### config.mk
export PLATFORM = sky130hd
export DESIGN_NAME = pfde_ctrl
export DESIGN_NICKNAME = d
export VERILOG_FILES = /design/src/hdl/pfde_pkg.sv /design/src/hdl/pfde_ctrl.sv
export SDC_FILE = /design/constraint.sdc
export NUM_CORES = 1
export LEC_CHECK = 0
export BUFFER_PORTS_ARGS = -buffer_cell sky130_fd_sc_hd__clkbuf_2
export CAP_MARGIN = 0
export CORE_MARGIN = 2
export CORE_UTILIZATION = 35
export CTS_BUF_LIST = sky130_fd_sc_hd__clkbuf_16
export CTS_CLUSTER_DIAMETER = 50
export DETAILED_ROUTE_END_ITERATION = 6
export PLACE_DENSITY = 0.66
export SLEW_MARGIN = 10
export SYNTH_ARGS = -nofsm -noshare
export SYNTH_HDL_FRONTEND = slang
export SYNTH_SLANG_ARGS = --single-unit
### constraint.sdc
create_clock -name i_clk -period 3.04 [get_ports i_clk]
set_clock_uncertainty 0.2 [all_clocks]
set_input_delay 0.608 -clock i_clk [delete_from_list [all_inputs] [get_ports i_clk]]
set_output_delay 0.608 -clock i_clk [all_outputs]
set_load 0.05 [all_outputs]
### src/hdl/pfde_pkg.sv
`default_nettype none

package pfde_pkg;

    localparam int PAGE_COUNT   = 8;
    localparam int COLUMN_COUNT = 128;

    localparam int COL_W     = $clog2(COLUMN_COUNT);
    localparam int PG_W      = $clog2(PAGE_COUNT);
    localparam int ADDR_W    = PG_W + COL_W;
    localparam int MEM_DEPTH = 1 << ADDR_W;

    typedef enum logic [2:0] {
        F_CLEAR  = 3'd0,
        F_FILL   = 3'd1,
        F_SPAN   = 3'd2,
        F_G1     = 3'd3,
        F_G2     = 3'd4,
        F_BITMAP = 3'd5,
        F_READ   = 3'd6,
        F_NONE   = 3'd7
    } t_func;

    typedef struct packed {
        t_func        func;
        logic [2:0]   page;
        logic [7:0]   column;
        logic [7:0]   span_width;
        logic [7:0]   pattern;
        logic         invert;
        logic [39:0]  glyph_columns;
        logic [63:0]  bitmap_rows;
    } t_cmd;

    typedef struct packed {
        logic [7:0] read_data;
        logic [7:0] next_column;
    } t_result;

    typedef enum logic [2:0] {
        MOP_NONE  = 3'd0,
        MOP_CLEAR = 3'd1,
        MOP_STEP  = 3'd2,
        MOP_READ  = 3'd3,
        MOP_RMW   = 3'd4
    } t_mop;

    typedef struct packed {
        logic load;
        logic cnt_clr;
        logic cnt_inc;
        t_mop mop;
    } t_ctl;

    typedef struct packed {
        logic last;
        logic sweep_last;
        logic span_empty;
    } t_sts;

endpackage

`default_nettype wire

### src/hdl/pfde_ctrl.sv
`default_nettype none

module pfde_ctrl (
    input  wire              i_clk,
    input  wire              i_rst_n,
    input  wire              start,
    input  pfde_pkg::t_func  i_func,
    input  pfde_pkg::t_sts   i_sts,
    output pfde_pkg::t_ctl   o_ctl,
    output logic             busy,
    output logic             o_done
);
    import pfde_pkg::*;

    typedef enum logic [7:0] {
        S_INIT    = 8'b0000_0001,
        S_IDLE    = 8'b0000_0010,
        S_CLEAR   = 8'b0000_0100,
        S_WRITE   = 8'b0000_1000,
        S_SPAN_RD = 8'b0001_0000,
        S_SPAN_WR = 8'b0010_0000,
        S_READ    = 8'b0100_0000,
        S_DONE    = 8'b1000_0000
    } t_state;

    t_state r_state;
    t_state n_state;

    always_ff @(posedge i_clk) begin
        if (!i_rst_n) begin
            r_state <= S_INIT;
        end else begin
            r_state <= n_state;
        end
    end

    always_comb begin
        n_state       = r_state;
        o_ctl.load    = 1'b0;
        o_ctl.cnt_clr = 1'b0;
        o_ctl.cnt_inc = 1'b0;
        o_ctl.mop     = MOP_NONE;
        unique case (r_state)
            S_INIT: begin
                o_ctl.mop = MOP_CLEAR;
                if (i_sts.sweep_last) begin
                    n_state = S_IDLE;
                end else begin
                    o_ctl.cnt_inc = 1'b1;
                end
            end
            S_IDLE: begin
                if (start) begin
                    o_ctl.load    = 1'b1;
                    o_ctl.cnt_clr = 1'b1;
                    unique case (i_func)
                        F_CLEAR:  n_state = S_CLEAR;
                        F_FILL:   n_state = S_WRITE;
                        F_SPAN:   n_state = S_SPAN_RD;
                        F_G1:     n_state = S_WRITE;
                        F_G2:     n_state = S_WRITE;
                        F_BITMAP: n_state = S_WRITE;
                        F_READ:   n_state = S_READ;
                        F_NONE:   n_state = S_DONE;
                        default:  n_state = S_DONE;
                    endcase
                end
            end
            S_CLEAR: begin
                o_ctl.mop = MOP_CLEAR;
                if (i_sts.sweep_last) begin
                    n_state = S_DONE;
                end else begin
                    o_ctl.cnt_inc = 1'b1;
                end
            end
            S_WRITE: begin
                o_ctl.mop = MOP_STEP;
                if (i_sts.last) begin
                    n_state = S_DONE;
                end else begin
                    o_ctl.cnt_inc = 1'b1;
                end
            end
            S_SPAN_RD: begin
                if (i_sts.span_empty) begin
                    n_state = S_DONE;
                end else begin
                    o_ctl.mop = MOP_READ;
                    n_state   = S_SPAN_WR;
                end
            end
            S_SPAN_WR: begin
                o_ctl.mop = MOP_RMW;
                if (i_sts.last) begin
                    n_state = S_DONE;
                end else begin
                    o_ctl.cnt_inc = 1'b1;
                    n_state       = S_SPAN_RD;
                end
            end
            S_READ: begin
                o_ctl.mop = MOP_READ;
                n_state   = S_DONE;
            end
            S_DONE: begin
                n_state = S_IDLE;
            end
            default: begin
                n_state = S_INIT;
            end
        endcase
    end

    assign busy   = (r_state != S_IDLE);
    assign o_done = (r_state == S_DONE);

endmodule

`default_nettype wire

### After elaboration in Yosys (flattened, before gate mapping)

Memory sizes are Yosys's and may differ from the RTL's.
Cells that the tools add are included.

* equal/unequal tests: 13
* mux-type cells: 14
* reductions and logical operators: 3

Operators with widths (count)
* $pmux 8 s8: 1
* $mux 8: 6
* $pmux 3 s5: 1
* $eq 8x1->1 const B: 1
* $eq 8x2->1 const B: 1
* $eq 8x3->1 const B: 1
* $eq 8x4->1 const B: 1
* $eq 8x5->1 const B: 1
* $eq 8x6->1 const B: 1
* $eq 8x7->1 const B: 1
* $eq 8x8->1 const B: 1
* $ne 2x2->1 const B: 4
* $ne 8x2->1 const B: 1
* $mux 2: 3
* $reduce_and 4->1: 1
* $reduce_or 2->1: 2
* $mux 1: 2
* $pmux 1 s2: 1

* register bits after elaboration: 8
* bits in read-only memories: 40
* bits of input ports: 9
* output and inout bits: 8
* word-level logic and storage cells: 32
* memories: 1

Memories
* (name not given): depth 8, bits a word 5, read ports 1, clocked after memory_dff 0, write ports 0, RTL line pfde_ctrl.sv:56 `unique case (i_func)`

### Depth between registers and ports, before layout

* depth after elaboration: 3
* gate-level depth with buffers: 5
* depth with buffers taken out: 4

### Worst setup path after synthesis

No wires, ideal clock.

* kind: register -> output
* start: register r_state[1]
* end: output o_ctl[1] (netlist name)
* arrival time: 1.851 ns
* required time: 2.232 ns
* setup slack: 0.381 ns
* cell stages (with the launch flop): 6
* path buffers: 1
* path through: dfxtp_1 buf_6 or3_1 or2_1 or4b_4 nand2_1

RTL lines
* from (decl): RTL line pfde_ctrl.sv:26 `t_state r_state;`
* from (signal assigned): RTL line pfde_ctrl.sv:33 `r_state <= n_state;`
* to (decl): RTL line pfde_ctrl.sv:9 `output pfde_pkg::t_ctl o_ctl,`

==> impl_metrics.yaml <==
outcome:
  status: "finished clean"
power:
  peakVddDrop_v: 0.000263
  leakage_nw: 0.373
  power_density_nw_per_um2: 624
die:
  fp.coreArea_um2: 1750
  initial_core_util_pct: 37.6
  dieArea_um2: 2240
  die_w_um: 47.3
  io_pins: 17
  die_y_um: 47.3
  rows: 15
final_layout:
  regMostFlops: "r_state"
  top_regs: "r_state x8"
  final_cell_mix: "clkbuf_2, dfxtp_1, nor2_1"
  num_antenna_cells: 0
  nNetsFinal: 113
  drive_gt1_share_pct: 28.4
  largest_reg_flops: 8
  final_util_pct: 47.9
  final_common_cell: "clkbuf_2"
  area_growth_pct: 27.5
placement:
  io_buffers: 16
  pre_cts_slack_ns: 0.350
  gp_congestion: 0.791
  dp_hpwl_mm: 1.28
logic_synthesis:
  syn-cell-area_um2: 656
  yosysSeqAreaShare_pct: 24.4
  ys_ff_latch: 8
  synthDistinctLibCells: 34
  yosysWarnings: 0
  syn_inst: 85
  avgSynthCellArea_um2: 7.71
  syn-num-nets: 94
clock_tree:
  root_buffer: "clkbuf_16"
  post_cts_buffers: 0
  cts-buffers-inserted: 3
  cts_buffer_depth: 2
  htreeDepth: 1
  insertion_delay_ns: 0.23
  post_cts_resized: 0
  clock_sinks: 8
  postCtsHoldBufs: 0
  clkTransAtPathRegs_ns: 0.04
  cts_tree: "yes"
drt:
  drc_errors: 0
  wirelength_mm: 1.72
  vias_per_cell: 5.53
  antenna_left: 0
  vias: 702
  avgRoutedWirePerCell_um: 13.6
  drtIter0Drc: 10
  dr.pass1.iters: 4
global_routing:
  antenna_found_initial: 0
  grt-ovfl-total: 0
  grt_pass1_wl_mm: 2.88
  grt_use_total_pct: 18.6
  grt_pass1_vias: 631
  grt_max_degree: 13
sta:
  finalCriticalPeriod_ns: 2.94
  max_freq_mhz: 340
  setup_slack_ns: 0.0966
  setup_tns_ns: 0
  finalHoldViolations: 0
  rsz0062_at_grt: "no"
  setup_violations: 0
  slew_viol_final: 0
  worst_pin_slew_ns: 0.339
  maxSlewHeadroom_pct: 77.1
  min_period_over_period_pct: 96.8
worst_setup_path:
  crit_arrival_ns: 2.14
  startpoint_type: "flop"
  crit_start: "r_state[1]"
  worstPathRequired_ns: 2.23
  critPathKind: "reg2out"
  crit_path_end_kind: "primary output"
  reg2reg_from: "r_state[1]"
  cp_max_fo: 10
hold_path:
  min_from: "i_func[0]"
  hp-class: "in2reg"
job:
  drv_cap: 0
routing by layer:
| layer | share of wire, % | vias to the layer above | GRT usage [%] |
|---|---|---|---|
| met3 | 3.0 | 6 | 2.69 |
| met1 | 48 | 331 | 24.7 |
| met4 | 2.7 | 0 | 12.8 |
| met2 | 47 | 19 | 27.6 |
| li1 | - | 346 | - |
| met5 | 0 | - | 0 |
cells in the mapped netlist:
master | n | area, µm²
nand4b_1 | 2 | 17.5
o21a_1 | 1 | 7.51
nand2_1 | 5 | 18.8
xnor2_1 | 1 | 8.76
a32oi_1 | 1 | 8.76
a21oi_1 | 4 | 20.0
buf_4 | 1 | 7.51
nand3b_1 | 2 | 15.0
buf_2 | 4 | 20.0
nand3_1 | 5 | 25.0
nor4_4 | 1 | 21.3
nor4_1 | 1 | 6.26
xor2_1 | 3 | 26.3
o21ai_2 | 1 | 8.76
dfxtp_1 | 8 | 160
or3b_2 | 1 | 8.76
or4b_4 | 1 | 13.8
inv_1 | 5 | 18.8
o311ai_0 | 1 | 8.76
and3_1 | 2 | 12.5
nor2_1 | 7 | 26.3
buf_6 | 1 | 11.3
a211o_1 | 2 | 17.5
nor3_1 | 5 | 25.0
nor4b_1 | 5 | 43.8
or2_1 | 1 | 6.26
or3_1 | 4 | 25.0
clkbuf_2 | 1 | 5.00
nand2b_1 | 1 | 6.26
nor2_2 | 1 | 6.26
o21ai_0 | 3 | 15.0
mux2i_1 | 1 | 10.0
o2111ai_1 | 1 | 8.76
a21boi_0 | 2 | 15.0
cell families (layout without fill, tap and decap cells):
group	Yosys count	in the layout	share of synthesized area (%)
compound gates	16	16	16.8
xor+xnor	4	4	5.34
buf+inv	12	29	9.54
flops	8	8	24.4
mux	1	1	1.53
simple gates	44	44	42.4
critical path, stage by stage, from the launching register on:
cell      delay, ns
dfxtp_1        0.40
or3_1          0.39
or2_1          0.24
or4b_4         0.52
nand2_1        0.08
clkbuf_2       0.27
power by group:
group / switching [W] / internal, W / leakage, nW / total [W]
combinational: 0.000112 / 0.0000610 / 0.271 / 0.000173
clock: 0.0000526 / 0.000170 / 0.0370 / 0.000222
sequential: 0.0000124 / 0.000114 / 0.0650 / 0.000126
final cells by class:
class	count	area [µm²]
Sequential cell	8	160
Multi-Input combinational cell	65	433
Fill cell	179	910
Tap cell	25	31.3
Clock buffer	3	75.1
Timing Repair Buffer	21	118
Inverter	5	18.8
path summary, 6_finish.rpt:
check,end,slack (ns),cells past startpoint
worst max-delay path,o_ctl[1],0.1,5
worst min register to register,r_state[1],0.41,2
worst max register to register,r_state[5],1.13,4
worst min-delay path,r_state[6],0.40,2
stage by stage:
step / total power [W] / cell area (µm²) / hold WS (ns) / cells
after global routing: 0.000549 / 836 / 0.416 / 127
after CTS: 0.000524 / 836 / 0.396 / 127
after floorplan: 0.000260 / 656 / 0.348 / 85
final: 0.000521 / 836 / 0.403 / 127
after global placement: 0.000297 / 761 / 0.407 / 124
after detailed placement: 0.000297 / 761 / 0.404 / 124
Note: power is estimated with default switching activity, not from simulation.
